File: src/hdl/acrp_pkg.sv
package acrp_pkg;

  localparam int DATA_W      = 8;
  localparam int LEN_W       = 16;
  localparam int FIELD_W     = 4;
  localparam int CLASS_W     = 2;
  localparam int INDEX_W     = 8;
  localparam int QUEUE_DEPTH = 4;
  localparam int S_TDATA_W   = 8;
  localparam int M_TDATA_W   = 32;
  localparam int M_TUSER_W   = 3;

  // Profiles that carry the extension part of the record.
  localparam logic [7:0] PROFILE_HIGH    = 8'd100;
  localparam logic [7:0] PROFILE_HIGH10  = 8'd110;
  localparam logic [7:0] PROFILE_HIGH422 = 8'd122;
  localparam logic [7:0] PROFILE_HIGH444 = 8'd144;

  typedef enum logic [2:0] {
    KIND_HEADER    = 3'd0,
    KIND_SET_LEN   = 3'd1,
    KIND_PAYLOAD   = 3'd2,
    KIND_DONE      = 3'd3,
    KIND_TRUNCATED = 3'd4
  } kind_t;

  typedef enum logic [FIELD_W-1:0] {
    FID_VERSION   = 4'd0,
    FID_PROFILE   = 4'd1,
    FID_COMPAT    = 4'd2,
    FID_LEVEL     = 4'd3,
    FID_LENSIZE   = 4'd4,
    FID_CHROMA    = 4'd5,
    FID_LUMA      = 4'd6,
    FID_CDEPTH    = 4'd7,
    FID_SPS_COUNT = 4'd8,
    FID_PPS_COUNT = 4'd9,
    FID_EXT_COUNT = 4'd10
  } field_id_t;

  typedef enum logic [CLASS_W-1:0] {
    CLASS_SPS     = 2'd0,
    CLASS_PPS     = 2'd1,
    CLASS_SPS_EXT = 2'd2
  } set_class_t;

  typedef enum logic [4:0] {
    PH_VERSION  = 5'd0,
    PH_PROFILE  = 5'd1,
    PH_COMPAT   = 5'd2,
    PH_LEVEL    = 5'd3,
    PH_LENSIZE  = 5'd4,
    PH_SPSCOUNT = 5'd5,
    PH_LENHI    = 5'd6,
    PH_LENLO    = 5'd7,
    PH_PAYLOAD  = 5'd8,
    PH_PPSCOUNT = 5'd9,
    PH_CHROMA   = 5'd10,
    PH_LUMA     = 5'd11,
    PH_CDEPTH   = 5'd12,
    PH_EXTCOUNT = 5'd13,
    PH_SKIP     = 5'd14
  } phase_t;

  typedef struct packed {
    kind_t                  kind;
    field_id_t              field_id;
    logic [LEN_W-1:0]       value;
    set_class_t             set_class;
    logic [INDEX_W-1:0]     set_index;
    logic                   set_last_byte;
  } result_t;

  // What one input byte leaves for the back end: its own result, and the
  // closing result when the byte ends the record.
  typedef struct packed {
    logic    has_main;
    logic    has_end;
    logic    end_done;
    result_t main;
  } entry_t;

endpackage

File: src/hdl/avc_config_record_parser.sv
// channel | dir | tdata                       | tuser    | tlast
// s_*     | in  | [7:0] data_byte             | -        | record_end
// m_*     | out | [3:0] field_id, [19:4]      | [2:0]    | set_last_byte
//         |     | value, [21:20] set_class,   | kind     |
//         |     | [29:22] set_index, [31:30] 0|          |
//
// A byte is accepted in any cycle the queue has room and updates the parse state
// at that edge; its words, if any, enter the queue and reach m_* behind older entries.
// A length high byte or an ignored tail byte gives no word unless it ends the
// record; the closing word follows the byte's own word.
// s_tready drops only when all QDEPTH entries wait on the output port.
// rst is synchronous and clears parse state and queue pointers.
module avc_config_record_parser
  import acrp_pkg::*;
#(
  parameter int QDEPTH = QUEUE_DEPTH
)
(
  input  logic                 clk,
  input  logic                 rst,
  input  logic                 s_tvalid,
  output logic                 s_tready,
  input  logic [S_TDATA_W-1:0] s_tdata,   // [7:0] data_byte
  input  logic                 s_tlast,   // record_end
  output logic                 m_tvalid,
  input  logic                 m_tready,
  output logic [M_TDATA_W-1:0] m_tdata,   // field_id, value, set_class, set_index, pad
  output logic [M_TUSER_W-1:0] m_tuser,   // kind
  output logic                 m_tlast    // set_last_byte
);

  logic    push;
  entry_t  push_entry;
  logic    queue_full;
  logic    head_valid;
  entry_t  head;
  logic    pop;
  result_t out_res;

  // Classify each byte against the parse phase and build its queue entry.
  acrp_front u_front (
    .clk        (clk),
    .rst        (rst),
    .in_valid   (s_tvalid),
    .in_byte    (s_tdata[DATA_W-1:0]),
    .in_end     (s_tlast),
    .queue_full (queue_full),
    .in_ready   (s_tready),
    .push       (push),
    .push_entry (push_entry)
  );

  acrp_queue #(
    .DEPTH (QDEPTH)
  ) u_queue (
    .clk        (clk),
    .rst        (rst),
    .push       (push),
    .push_entry (push_entry),
    .pop        (pop),
    .full       (queue_full),
    .not_empty  (head_valid),
    .head       (head)
  );

  // Drain entries: main word first, then the closing word if any.
  acrp_back u_back (
    .clk        (clk),
    .rst        (rst),
    .head_valid (head_valid),
    .head       (head),
    .out_ready  (m_tready),
    .out_valid  (m_tvalid),
    .out_res    (out_res),
    .pop        (pop)
  );

  assign m_tdata = {2'b00, out_res.set_index, out_res.set_class, out_res.value,
                    out_res.field_id};
  assign m_tuser = out_res.kind;
  assign m_tlast = out_res.set_last_byte;

endmodule

File: src/hdl/acrp_front.sv
module acrp_front
  import acrp_pkg::*;
(
  input  logic              clk,
  input  logic              rst,
  input  logic              in_valid,
  input  logic [DATA_W-1:0] in_byte,
  input  logic              in_end,
  input  logic              queue_full,
  output logic              in_ready,
  output logic              push,
  output entry_t            push_entry
);

  phase_t                 parse_phase, parse_phase_next;
  logic [7:0]             profile_seen, profile_seen_next;
  logic [7:0]             sets_remaining, sets_remaining_next;
  logic [INDEX_W-1:0]     current_index, current_index_next;
  logic [LEN_W-1:0]       bytes_remaining, bytes_remaining_next;
  logic [7:0]             length_high, length_high_next;
  set_class_t             current_class, current_class_next;
  logic                   ext_profile;
  logic                   accept;
  logic [LEN_W-1:0]       set_len;
  logic                   pay_last;
  entry_t                 entry;

  function automatic phase_t after_array(set_class_t cls, logic rec_end, logic ext);
    phase_t ph;
    if (cls == CLASS_SPS) begin
      ph = PH_PPSCOUNT;
    end else if (cls == CLASS_PPS && !rec_end && ext) begin
      ph = PH_CHROMA;
    end else begin
      ph = PH_SKIP;
    end
    return ph;
  endfunction

  assign ext_profile = (profile_seen == PROFILE_HIGH) || (profile_seen == PROFILE_HIGH10) ||
                       (profile_seen == PROFILE_HIGH422) || (profile_seen == PROFILE_HIGH444);
  assign in_ready   = !queue_full;
  assign accept     = in_valid && in_ready;
  assign set_len    = {length_high, in_byte};
  assign pay_last   = (bytes_remaining <= LEN_W'(1));
  assign push       = accept && (entry.has_main || entry.has_end);
  assign push_entry = entry;

  always_comb begin
    parse_phase_next     = parse_phase;
    profile_seen_next    = profile_seen;
    sets_remaining_next  = sets_remaining;
    current_index_next   = current_index;
    bytes_remaining_next = bytes_remaining;
    length_high_next     = length_high;
    current_class_next   = current_class;
    entry                = '0;
    entry.main.kind      = KIND_HEADER;

    case (parse_phase)
      PH_VERSION: begin
        entry.has_main       = 1'b1;
        entry.main.field_id  = FID_VERSION;
        entry.main.value     = LEN_W'(in_byte);
        parse_phase_next     = PH_PROFILE;
      end
      PH_PROFILE: begin
        entry.has_main       = 1'b1;
        entry.main.field_id  = FID_PROFILE;
        entry.main.value     = LEN_W'(in_byte);
        profile_seen_next    = in_byte;
        parse_phase_next     = PH_COMPAT;
      end
      PH_COMPAT: begin
        entry.has_main       = 1'b1;
        entry.main.field_id  = FID_COMPAT;
        entry.main.value     = LEN_W'(in_byte);
        parse_phase_next     = PH_LEVEL;
      end
      PH_LEVEL: begin
        entry.has_main       = 1'b1;
        entry.main.field_id  = FID_LEVEL;
        entry.main.value     = LEN_W'(in_byte);
        parse_phase_next     = PH_LENSIZE;
      end
      PH_LENSIZE: begin
        entry.has_main       = 1'b1;
        entry.main.field_id  = FID_LENSIZE;
        entry.main.value     = LEN_W'(in_byte[1:0]);
        parse_phase_next     = PH_SPSCOUNT;
      end
      PH_SPSCOUNT: begin
        entry.has_main       = 1'b1;
        entry.main.field_id  = FID_SPS_COUNT;
        entry.main.value     = LEN_W'(in_byte[4:0]);
        current_class_next   = CLASS_SPS;
        sets_remaining_next  = {3'b000, in_byte[4:0]};
        current_index_next   = '0;
        parse_phase_next     = (in_byte[4:0] == 5'd0) ?
                               after_array(CLASS_SPS, in_end, ext_profile) : PH_LENHI;
      end
      PH_LENHI: begin
        length_high_next     = in_byte;
        parse_phase_next     = PH_LENLO;
      end
      PH_LENLO: begin
        entry.has_main       = 1'b1;
        entry.main.kind      = KIND_SET_LEN;
        entry.main.value     = set_len;
        entry.main.set_class = current_class;
        entry.main.set_index = current_index;
        bytes_remaining_next = set_len;
        if (set_len == '0) begin
          sets_remaining_next = sets_remaining - 8'd1;
          current_index_next  = current_index + INDEX_W'(1);
          parse_phase_next    = (sets_remaining_next == 8'd0) ?
                                after_array(current_class, in_end, ext_profile) : PH_LENHI;
        end else begin
          parse_phase_next    = PH_PAYLOAD;
        end
      end
      PH_PAYLOAD: begin
        entry.has_main           = 1'b1;
        entry.main.kind          = KIND_PAYLOAD;
        entry.main.value         = LEN_W'(in_byte);
        entry.main.set_class     = current_class;
        entry.main.set_index     = current_index;
        entry.main.set_last_byte = pay_last;
        bytes_remaining_next     = bytes_remaining - LEN_W'(1);
        if (pay_last) begin
          sets_remaining_next = sets_remaining - 8'd1;
          current_index_next  = current_index + INDEX_W'(1);
          parse_phase_next    = (sets_remaining_next == 8'd0) ?
                                after_array(current_class, in_end, ext_profile) : PH_LENHI;
        end
      end
      PH_PPSCOUNT: begin
        entry.has_main       = 1'b1;
        entry.main.field_id  = FID_PPS_COUNT;
        entry.main.value     = LEN_W'(in_byte);
        current_class_next   = CLASS_PPS;
        sets_remaining_next  = in_byte;
        current_index_next   = '0;
        parse_phase_next     = (in_byte == 8'd0) ?
                               after_array(CLASS_PPS, in_end, ext_profile) : PH_LENHI;
      end
      PH_CHROMA: begin
        entry.has_main       = 1'b1;
        entry.main.field_id  = FID_CHROMA;
        entry.main.value     = LEN_W'(in_byte[1:0]);
        parse_phase_next     = PH_LUMA;
      end
      PH_LUMA: begin
        entry.has_main       = 1'b1;
        entry.main.field_id  = FID_LUMA;
        entry.main.value     = LEN_W'(in_byte[2:0]);
        parse_phase_next     = PH_CDEPTH;
      end
      PH_CDEPTH: begin
        entry.has_main       = 1'b1;
        entry.main.field_id  = FID_CDEPTH;
        entry.main.value     = LEN_W'(in_byte[2:0]);
        parse_phase_next     = PH_EXTCOUNT;
      end
      PH_EXTCOUNT: begin
        entry.has_main       = 1'b1;
        entry.main.field_id  = FID_EXT_COUNT;
        entry.main.value     = LEN_W'(in_byte);
        current_class_next   = CLASS_SPS_EXT;
        sets_remaining_next  = in_byte;
        current_index_next   = '0;
        parse_phase_next     = (in_byte == 8'd0) ?
                               after_array(CLASS_SPS_EXT, in_end, ext_profile) : PH_LENHI;
      end
      default: begin
        parse_phase_next = PH_SKIP;
      end
    endcase

    // Close the record: done only when the parse reached its tail.
    if (in_end) begin
      entry.has_end        = 1'b1;
      entry.end_done       = (parse_phase_next == PH_SKIP);
      parse_phase_next     = PH_VERSION;
      profile_seen_next    = '0;
      sets_remaining_next  = '0;
      current_index_next   = '0;
      bytes_remaining_next = '0;
      length_high_next     = '0;
      current_class_next   = CLASS_SPS;
    end
  end

  always_ff @(posedge clk) begin
    if (rst) begin
      parse_phase     <= PH_VERSION;
      profile_seen    <= '0;
      sets_remaining  <= '0;
      current_index   <= '0;
      bytes_remaining <= '0;
      length_high     <= '0;
      current_class   <= CLASS_SPS;
    end else if (accept) begin
      parse_phase     <= parse_phase_next;
      profile_seen    <= profile_seen_next;
      sets_remaining  <= sets_remaining_next;
      current_index   <= current_index_next;
      bytes_remaining <= bytes_remaining_next;
      length_high     <= length_high_next;
      current_class   <= current_class_next;
    end
  end

endmodule

File: src/hdl/acrp_queue.sv
module acrp_queue
  import acrp_pkg::*;
#(
  parameter int DEPTH = QUEUE_DEPTH
)
(
  input  logic   clk,
  input  logic   rst,
  input  logic   push,
  input  entry_t push_entry,
  input  logic   pop,
  output logic   full,
  output logic   not_empty,
  output entry_t head
);

  localparam int AW = (DEPTH > 1) ? $clog2(DEPTH) : 1;
  localparam int CW = $clog2(DEPTH + 1);

  entry_t         store [DEPTH];
  logic [AW-1:0]  wr_ptr;
  logic [AW-1:0]  rd_ptr;
  logic [CW-1:0]  count;
  logic           do_push;
  logic           do_pop;

  assign full      = (count == CW'(DEPTH));
  assign not_empty = (count != '0);
  assign do_push   = push && !full;
  assign do_pop    = pop && not_empty;
  assign head      = store[rd_ptr];

  always_ff @(posedge clk) begin
    if (do_push) begin
      store[wr_ptr] <= push_entry;
    end
  end

  always_ff @(posedge clk) begin
    if (rst) begin
      wr_ptr <= '0;
      rd_ptr <= '0;
      count  <= '0;
    end else begin
      if (do_push) begin
        wr_ptr <= (wr_ptr == AW'(DEPTH - 1)) ? '0 : wr_ptr + AW'(1);
      end
      if (do_pop) begin
        rd_ptr <= (rd_ptr == AW'(DEPTH - 1)) ? '0 : rd_ptr + AW'(1);
      end
      case ({do_push, do_pop})
        2'b10:   count <= count + CW'(1);
        2'b01:   count <= count - CW'(1);
        default: count <= count;
      endcase
    end
  end

endmodule

File: src/hdl/acrp_back.sv
module acrp_back
  import acrp_pkg::*;
(
  input  logic    clk,
  input  logic    rst,
  input  logic    head_valid,
  input  entry_t  head,
  input  logic    out_ready,
  output logic    out_valid,
  output result_t out_res,
  output logic    pop
);

  logic main_sent;
  logic show_main;
  logic take;

  assign show_main = head.has_main && !main_sent;
  assign out_valid = head_valid;
  assign take      = head_valid && out_ready;
  // Hold the entry while its closing word still waits behind the main one.
  assign pop       = take && !(show_main && head.has_end);

  always_comb begin
    if (show_main) begin
      out_res = head.main;
    end else begin
      out_res      = '0;
      out_res.kind = head.end_done ? KIND_DONE : KIND_TRUNCATED;
    end
  end

  always_ff @(posedge clk) begin
    if (rst) begin
      main_sent <= 1'b0;
    end else if (take) begin
      main_sent <= !pop;
    end
  end

endmodule
File: config.mk
export PLATFORM = sky130hd
export DESIGN_NAME = avc_config_record_parser
export DESIGN_NICKNAME = d
export VERILOG_FILES = /design/src/hdl/acrp_pkg.sv /design/src/hdl/avc_config_record_parser.sv /design/src/hdl/acrp_front.sv /design/src/hdl/acrp_queue.sv /design/src/hdl/acrp_back.sv
export SDC_FILE = /design/constraint.sdc
export NUM_CORES = 1
export LEC_CHECK = 0
export BUFFER_PORTS_ARGS = -buffer_cell sky130_fd_sc_hd__buf_2
export CAP_MARGIN = 10
export CORE_MARGIN = 5
export CORE_UTILIZATION = 45
export DETAILED_ROUTE_END_ITERATION = 10
export GPL_ROUTABILITY_DRIVEN = 0
export GPL_TIMING_DRIVEN = 0
export HOLD_SLACK_MARGIN = 0.15
export PLACE_DENSITY_LB_ADDON = 0.1
export RECOVER_POWER = 100
export SETUP_SLACK_MARGIN = 0.3
export SYNTH_ARGS = -nofsm -noshare
export SYNTH_HDL_FRONTEND = slang
export SYNTH_SLANG_ARGS = --single-unit
File: constraint.sdc
create_clock -name clk -period 3.35 [get_ports clk]
set_input_delay 0.67 -clock clk [delete_from_list [all_inputs] [get_ports clk]]
set_output_delay 0.67 -clock clk [all_outputs]
set_load 0.01 [all_outputs]
======== Word level (Yosys, flattened, before mapping) ========
Memories as Yosys holds them, arrays and structs flattened. A register that Yosys moved wholly into a read port is not among the register bits.
Index checks and enable logic that the tools add are counted.
word-level totals
  input port bits ......................... 13
  output and inout bits ................... 38
  bits in read-only memories .............. 0
  memory bits (writable) .................. 144
  bits in latches ......................... 0
  register bits ........................... 63
  memories kept ........................... 1
  word-level logic and storage cells ...... 136
cells by class
  reductions and logical operators ........ 47
  add/subtract/negate cells ............... 7
  multiplexer cells ....................... 43
  divide/modulo/power cells ............... 0
  shifts and indexed selects .............. 0
  multipliers ............................. 0
  equal/unequal tests ..................... 26
  order comparisons ....................... 1
  bitwise logic cells ..................... 0
memory list
  memory         words  bits a word  read ports  clocked after Yosys merged registers in  wr ports  RTL line          RTL
  u_queue.store  4      36           1           1                                        1         acrp_queue.sv:20  entry_t store [DEPTH];
operators with widths
  operator                                                                 number
  8-bit two-way mux                                                        10
  16-bit one-hot mux with 5 select lines                                   1
  5-bit one-hot mux with 14 select lines                                   1
  4-bit one-hot mux with 10 select lines                                   1
  5-bit by 4-bit == test with 1-bit output (second input constant)         7
  34-bit two-way mux                                                       1
  16-bit one-hot mux with 2 select lines                                   1
  8-bit one-hot mux with 4 select lines                                    1
  8-bit by 7-bit == test with 1-bit output (second input constant)         3
  8-bit one-hot mux with 3 select lines                                    1
  5-bit by 3-bit == test with 1-bit output (second input constant)         4
  16-bit by 1-bit <= comparator with 1-bit output (second input constant)  1
  16-bit logical NOT                                                       1
  8-bit logical NOT                                                        2
  16-bit two-way mux                                                       1
  4-bit two-way mux                                                        4
  16-bit by 1-bit subtractor with 16-bit output (second input constant)    1
  5-bit two-way mux                                                        3
  13-bit OR reduction                                                      1
  2-bit two-way mux                                                        6
  3-bit two-way mux                                                        4
  1-bit logical AND                                                        11
  5-bit by 2-bit == test with 1-bit output (second input constant)         2
  5-bit logical NOT                                                        2
  other kinds (28)                                                         54

======== Longest topological paths before layout ========
Gate-level depths: netlist of the first run.
  depth in word-level cells ............... 17
  depth in mapped cells ................... 12
  depth with buffers taken out ............ 11

======== Modules after synthesis ========
A second synthesis of the first run with hierarchy kept.
unflattened totals
  cell total of the unflattened synthesis .. 810
  area, all modules ....................... 10012.1 µm²
modules (own cells, without submodules)
  module                    cells an instance  area each (µm²)  instances
  acrp_queue                247                5840.6           1
  acrp_front                513                3794.9           1
  acrp_back                 47                 357.8            1
  avc_config_record_parser  3                  18.8             1

======== Worst setup path before layout of the first run ========
Ideal clock, no wire load.
  kind .................................... flip-flop to flip-flop
  start point ............................. register (tool-made name)
  end point ............................... register u_queue.count[2]
  path slack .............................. 0.322 ns
  cell stages (with the launch flop) ...... 10
  data arrival time ....................... 2.957 ns
  clock period less this slack ............ 3.028 ns
  data required time ...................... 3.279 ns
  cell sequence ........................... dfxtp_1 -> clkbuf_1 -> mux4_2 -> a31oi_1 -> ha_1 -> inv_1 -> fa_1 -> xor2_1 -> or3_1 -> a21oi_1
RTL lines
  what                    RTL line          RTL
  end signal: assignment  acrp_queue.sv:52  2'b10: count <= count + CW'(1);
  end signal: assignment  acrp_queue.sv:53  2'b01: count <= count - CW'(1);
  end signal: assignment  acrp_queue.sv:54  default: count <= count;
  end: declaration        acrp_queue.sv:23  logic [CW-1:0] count;

======== Worst setup path after layout of the first run ========
  start point ............................. register u_front.parse_phase[1]
  end point ............................... register u_front.current_index[4]
on the way
  longest elaborated chain between the ends .. 4
  elaborated cells between the ends (all ways) .. 12
RTL lines
  what                                                                                                  RTL line           RTL
  start: declaration                                                                                    acrp_front.sv:15   phase_t parse_phase, parse_phase_next;
  start signal: assignment                                                                              acrp_front.sv:204  parse_phase <= parse_phase_next;
  5-bit by 3-bit == test with 1-bit output or 5-bit by 4-bit == test with 1-bit output (tied branches)  acrp_front.sv:60   case (parse_phase)
  3-bit OR reduction (no source line)                                                                   -
  8-bit one-hot mux with 3 select lines or 4-bit nonzero test (tied branches)                           -
  8-bit two-way mux or 4-bit AND reduction (tied branches)                                              -
  end signal: assignment                                                                                acrp_front.sv:207  current_index <= current_index_next;
  end: declaration                                                                                      acrp_front.sv:18   logic [INDEX_W-1:0] current_index, current_index_next;
Several ways; a longest one is shown, not always the timed one.
A chain may end at the register's enable or synchronous reset.

==> impl_metrics.ini, run 1 <==
[clock_network]
clk_latency_ns = 0.53
cts_sinks = 209
cts_buffers = 24
clk_transition_reported_paths_ns = 0.06
holdBufCountCts = 0
h-tree-depth = 1
root_buffer = clkbuf_16
ctsLongestPathBuffers = 3
cts_tree = done

[grt]
grt_use_met3_pct = 3.329
grt_pass1_vias = 6915
use_met1_pct = 28.15
grt_pass1_wl_mm = 38.92
gr-usage-met2_pct = 32.97
antenna_found_initial = 0
overflow = 0
grtUsageTotal_pct = 20.37
grt_max_degree = 27
grt_most_used_layer = met2

[timing]
grt_setup_unrepaired = yes
fin_crit_ns = 3.068
period_share_pct = 91.58
final_hold_viol_count = 0
maxSlewViolCount = 0
fin_tns_setup_ns = 0
whs_ns = 0.4405
finalWorstSetupSlack_ns = 0.2822
fin_worst_skew_ns = 0.01125
relSlewSlack_pct = 36.09
max_freq_mhz = 326.0
setup_viol = 0
worst_pin_slew_ns = 0.9552

[critical_path]
critPathMaxStageDelay_ns = 0.55
critPathKind = reg2reg
worstPathRequired_ns = 3.81
crit_top_cell = clkbuf_1
path_delay_family = buffers and inverters
critical_path.max_fanout = 10
crit_chain = clkbuf_1 -> or4b_1 -> nand2b_1 -> clkbuf_1 -> clkinv_1 -> o31ai_4 -> a31oi_4 -> or4_1 -> a21oi_1
worstPathArrival_ns = 3.53
crit_buf_inv = 3
cp-start-kind = flip-flop
cp-end-kind = flip-flop
cp_slowest_cell = or4_1

[synthesis]
synthesis.area_um2 = 9615
async_flop_share_pct = 0
synthSimpleGateAreaFrac_pct = 15.45
synth_ff_type = edfxtp_1
synth_cell_types = 61
synthAdderAreaFrac_pct = 1.640
synthXorXnorAreaFrac_pct = 0.7287
synthMuxAreaShare_pct = 11.15
ys_ff_latch = 209
synth_compound_area_share_pct = 9.759
synth_edf_count = 144
synth-seq-area-share_pct = 58.50
synth_top_family_by_area = simple AND/OR/NAND/NOR gates
yosys_warnings = 0
synth.avg_cell_area_um2 = 12.34
synth_cells = 779

[detailed_routing]
drc_errors = 0
postRouteAntennaNets = 0
drt_iter0_markers = 605
dr.pass1.iters = 5
wl_per_cell_um = 21.34
num_vias = 6887
vias_per_cell = 5.983
routed_wl_mm = 24.57

[placed_design]
post-place-ws_ns = -0.4137
portBuffers = 47
dp.cells = 1106
dp_hpwl_mm = 17.47

[flow_run]
cap_viol_max_count = 0

[layout]
fillCellCount = 1827
diodes = 0
final_nets = 883
final_layout_size_suffix_gt1_share_pct = 14.50
areaGrowthSynthToFinish_pct = 14.64
postLayoutCoreUtil_pct = 52.44
fin_cells = 1151

[floorplan]
dieArea_um2 = 24390
start_util_pct = 45.74
rows = 53
die_h_um = 156.2
ios = 51
core_um2 = 21020
die_w_um = 156.2

[hold_path]
hold_class = in2reg

[power]
p_leak_nw = 3.807
ir_drop_uv = 337.5
powerDensity_nw_per_um2 = 619.1

[status]
status = complete, no violations
-- final timing paths --
| kind | cells past startpoint | end | start | slack (ns) |
|---|---|---|---|---|
| min reg2reg | 2 | u_front.bytes_remaining[14] | u_front.bytes_remaining[14] | 0.48 |
| max | 9 | u_front.current_index[4] | u_front.parse_phase[1] | 0.28 |
| max reg2reg | 9 | u_front.current_index[4] | u_front.parse_phase[1] | 0.28 |
| min | 3 | u_back.main_sent | m_tready | 0.44 |
-- where the power goes --
group,total [W],internal (W),switching (W)
Clock,0.00244,0.00139,0.00105
Sequential,0.00299,0.00292,0.0000701
Combinational,0.00139,0.000581,0.000810
-- through the flow --
step                      instance area, µm²  power [W]
after floorplan                         9619   0.003961
after CTS                              11090   0.006926
after global placement                 10200   0.004415
after global routing                   11020   0.007131
final                                  11020   0.006824
after detailed placement               10280   0.004471
-- cell type report --
cell class	instances	area, µm²	area share, %
Buffer	42	195.2	1.771
Clock buffer	26	608.1	5.516
Clock inverter	18	130.1	1.180
Inverter	25	93.84	0.8513
Multi-Input combinational cell	504	3785	34.34
Sequential cell	209	5625	51.03
Tap cell	275	344.1	3.121
Timing Repair Buffer	52	241.5	2.191
-- cells in the mapped netlist, types with 3 or more instances --
library cell	n	area (µm²)
edfxtp_1	144	4324
or3b_2	3	26.28
nand3_1	9	45.04
a31oi_1	6	37.54
dfxtp_1	65	1301
mux4_2	36	810.8
clkbuf_1	32	120.1
nor4_1	11	68.82
nor2_1	65	244.0
o22ai_1	3	18.77
a221oi_1	3	26.28
a22oi_1	4	30.03
nor2b_1	9	56.30
a311oi_1	3	26.28
o31ai_1	11	82.58
nand2b_1	14	87.58
xor2_1	4	35.03
nor3b_1	3	22.52
o211ai_1	10	75.07
and3_1	35	219.0
nor4b_1	4	35.03
a21oi_1	45	225.2
or4_1	9	67.56
a211oi_1	5	37.54
buf_2	3	15.01
xnor2_1	4	35.03
nor3_1	19	95.09
and2_1	31	193.9
a22o_1	5	43.79
nand2_1	41	153.9
mux2i_1	25	250.2
buf_1	5	18.77
inv_1	24	90.09
or3_1	6	37.54
ha_1	11	137.6
o21ai_0	37	185.2
-- timing repair --
item | CTS | global route
buffers inserted | 1 | 0
setup endpoints to repair | 41 | 32
resized for setup | 26 | 17
pin swaps | 0 | 0
-- routing by layer --
layer	wire, µm	vias to the layer above
met5	0	-
met4	862	0
met3	1581	57
met2	11600	255
met1	10530	3451
li1	-	3124
-- logic make-up after synthesis --
kind of cell,Yosys count
simple gates,275
flops,209
other cells,1
compound gates,145
xor+xnor,8
buf+inv,67
mux,62
fa+ha+maj,12
-- worst register-to-register path, stage by stage (launching register included) --
cell and delay (ns):
dfxtp_1 0.32, clkbuf_1 0.34, or4b_1 0.23, nand2b_1 0.11, clkbuf_1 0.40, clkinv_1 0.44, o31ai_4 0.23, a31oi_4 0.24
or4_1 0.56, a21oi_1 0.14
-- state kept, by name, indices dropped and copies added, names as in the netlist, named ones only --
register and cells:
u_front.parse_phase 5, u_front.profile_seen 8, u_front.length_high 8, u_front.current_index 8, u_front.bytes_remaining 16, u_front.sets_remaining 8, u_queue.store 144, u_queue.rd_ptr 2
u_queue.count 3, u_back.main_sent 1, u_front.current_class 2, u_queue.wr_ptr 2
-- cell usage in the layout, fill, tap and decap left out, drive strengths merged, types with 25 or more instances in the layout --
cell / count
and2: 31
mux4: 36
a21oi: 45
nor2: 66
and3: 35
nand2: 41
clkbuf: 97
o21ai: 37
mux2i: 25
inv: 25
edfxtp: 144
dfxtp: 65
Power figures use the tool's default switching activity.
==> run 2, diff against run 1 <==
CORE_ASPECT_RATIO = 1.25   (was default)
CTS_BUF_LIST = sky130_fd_sc_hd__clkbuf_4   (was default)
==> impl_metrics.ini, run 2 (synthesis gave the netlist of run 1 again) <==
[detailed_routing]
wl_met2_mm = 12.43
highest_layer = met4
num_vias = 6975
routed_wl_mm = 24.79
drc_errors = 0
wl_met1_mm = 10.26
dr.pass1.iters = 5
wl_per_cell_um = 20.50
drt_iter0_markers = 388
postRouteAntennaNets = 0
wl_met3_mm = 1.305
vias_per_cell = 5.769

[power]
p_leak_nw = 3.893
power_w = 0.006407
power_frac_comb_pct = 22.7
share_seq_of_total_power_pct = 46.8
p_sw_w = 0.001892
swShare_pct = 29.52
powerDensity_nw_per_um2 = 579.0
cell_internal_pwr_w = 0.004515
clkPwrFrac_pct = 30.6
ir_drop_uv = 257.0

[clock_network]
clk_latency_ns = 0.66
cts_sinks = 209
cts_tree = done
clk_transition_reported_paths_ns = 0.07
ctsLongestPathBuffers = 3
h-tree-depth = 2
cts_buffers = 51
root_buffer = clkbuf_4

[grt]
grt_max_degree = 33
overflow = 0
grt_pass1_wl_mm = 38.47
grt_pass1_vias = 7106
antenna_found_initial = 1
grtUsageTotal_pct = 19.88

[critical_path]
rrSetupSlack_ns = 0.29
worstPathArrival_ns = 3.64
worstPathRequired_ns = 3.93
critPathKind = reg2reg
critical_path.max_fanout = 8
cp-start-kind = flip-flop
cp-end-kind = flip-flop

[layout]
areaGrowthSynthToFinish_pct = 15.08
stdcell_area_um2 = 11070
final_layout_size_suffix_gt1_share_pct = 18.95
final_nets = 918
layout_common_cells = 144 x edfxtp_1, 73 x clkbuf_4, 65 x nor2_1, 65 x dfxtp_1, 57 x clkbuf_1
regMostFlops = u_queue.store
largest_reg_flops = 144
top_regs = u_queue.store (144), u_front.bytes_remaining (16)
final_common_cell = edfxtp_1
postLayoutCoreUtil_pct = 52.78

[timing]
fin_worst_skew_ns = 0.03104
final_hold_viol_count = 0
grt_setup_unrepaired = yes
fin_tns_setup_ns = 0
setup_viol = 0
relSlewSlack_pct = 36.27
worst_pin_slew_ns = 0.9525
period_share_pct = 91.41
max_freq_mhz = 326.6
maxSlewViolCount = 0
fin_crit_ns = 3.062

[floorplan]
dieArea_um2 = 24410
core_um2 = 20970
die_w_um = 140.7
die_h_um = 173.4
rows = 59
start_util_pct = 45.86
ios = 51

[placed_design]
dp_hpwl_mm = 17.35
post_dp_cell_area_um2 = 10290
portBuffers = 47

[hold_path]
hold_class = in2reg

[status]
status = complete, no violations

[flow_run]
cap_viol_max_count = 0
-- run 2: area by class of cell --
class	instances	area (µm²)
well taps	274	342.8
multi-input cells	504	3781
clock buffers	68	510.5
fillers	1898	9899
inverters	25	93.84
flip-flops and latches	209	5625
plain buffers	42	216.5
diodes	1	2.502
repair buffers	60	382.9
clock inverters	26	110.1
-- run 2: worst paths after layout --
kind,from,to,cells past startpoint
hold reg to reg,u_front.bytes_remaining[9],u_front.bytes_remaining[9],2
setup / recovery,flip-flop,u_queue.count[2],11
setup reg to reg,flip-flop,u_queue.count[2],11
hold / removal,m_tready,u_back.main_sent,3
-- run 2: what timing repair did --
item / 4_1_cts / 5_1_grt
setup buffers: 5 / 2
cloned: 1 / 1
setup endpoints to repair: 41 / 110
pin swaps: 0 / 2
hold buffers: 0 / 0
gates resized for setup: 42 / 27
-- run 2: per-layer routing --
metal,up-vias,GRT usage [%]
met5,-,0
met4,0,8.199
met3,64,4.001
met2,262,33.87
met1,3416,24.64
li1,3233,-
-- run 2: worst max-delay path, stage by stage (launching register included) --
cell,delay [ns]
dfxtp_1,0.34
buf_8,0.13
mux4_2,0.52
buf_12,0.17
buf_6,0.12
a31oi_1,0.33
ha_1,0.25
inv_1,0.07
fa_1,0.44
xor2_1,0.16
or3_1,0.32
a21oi_1,0.14
-- run 2: power by group through the flow --
stage / registers, W / logic (W) / clock network, W
after global routing: 0.00301 / 0.00158 / 0.00217
after global placement: 0.00304 / 0.00137 / 0
after CTS: 0.00299 / 0.00150 / 0.00202
after detailed placement: 0.00305 / 0.00142 / 0
after floorplan: 0.00303 / 0.000934 / 0
final: 0.00300 / 0.00145 / 0.00196
-- run 2: stage by stage --
step	setup slack, ns	std cells	hold WS [ns]
finish	0.2878	1209	0.3285
detailed placement	-0.3716	1105	0.4803
global placement	-0.4811	1101	0.4585
floorplan	0.3220	780	0.4446
CTS	0.2787	1205	0.2623
global route	0.1349	1209	0.2951
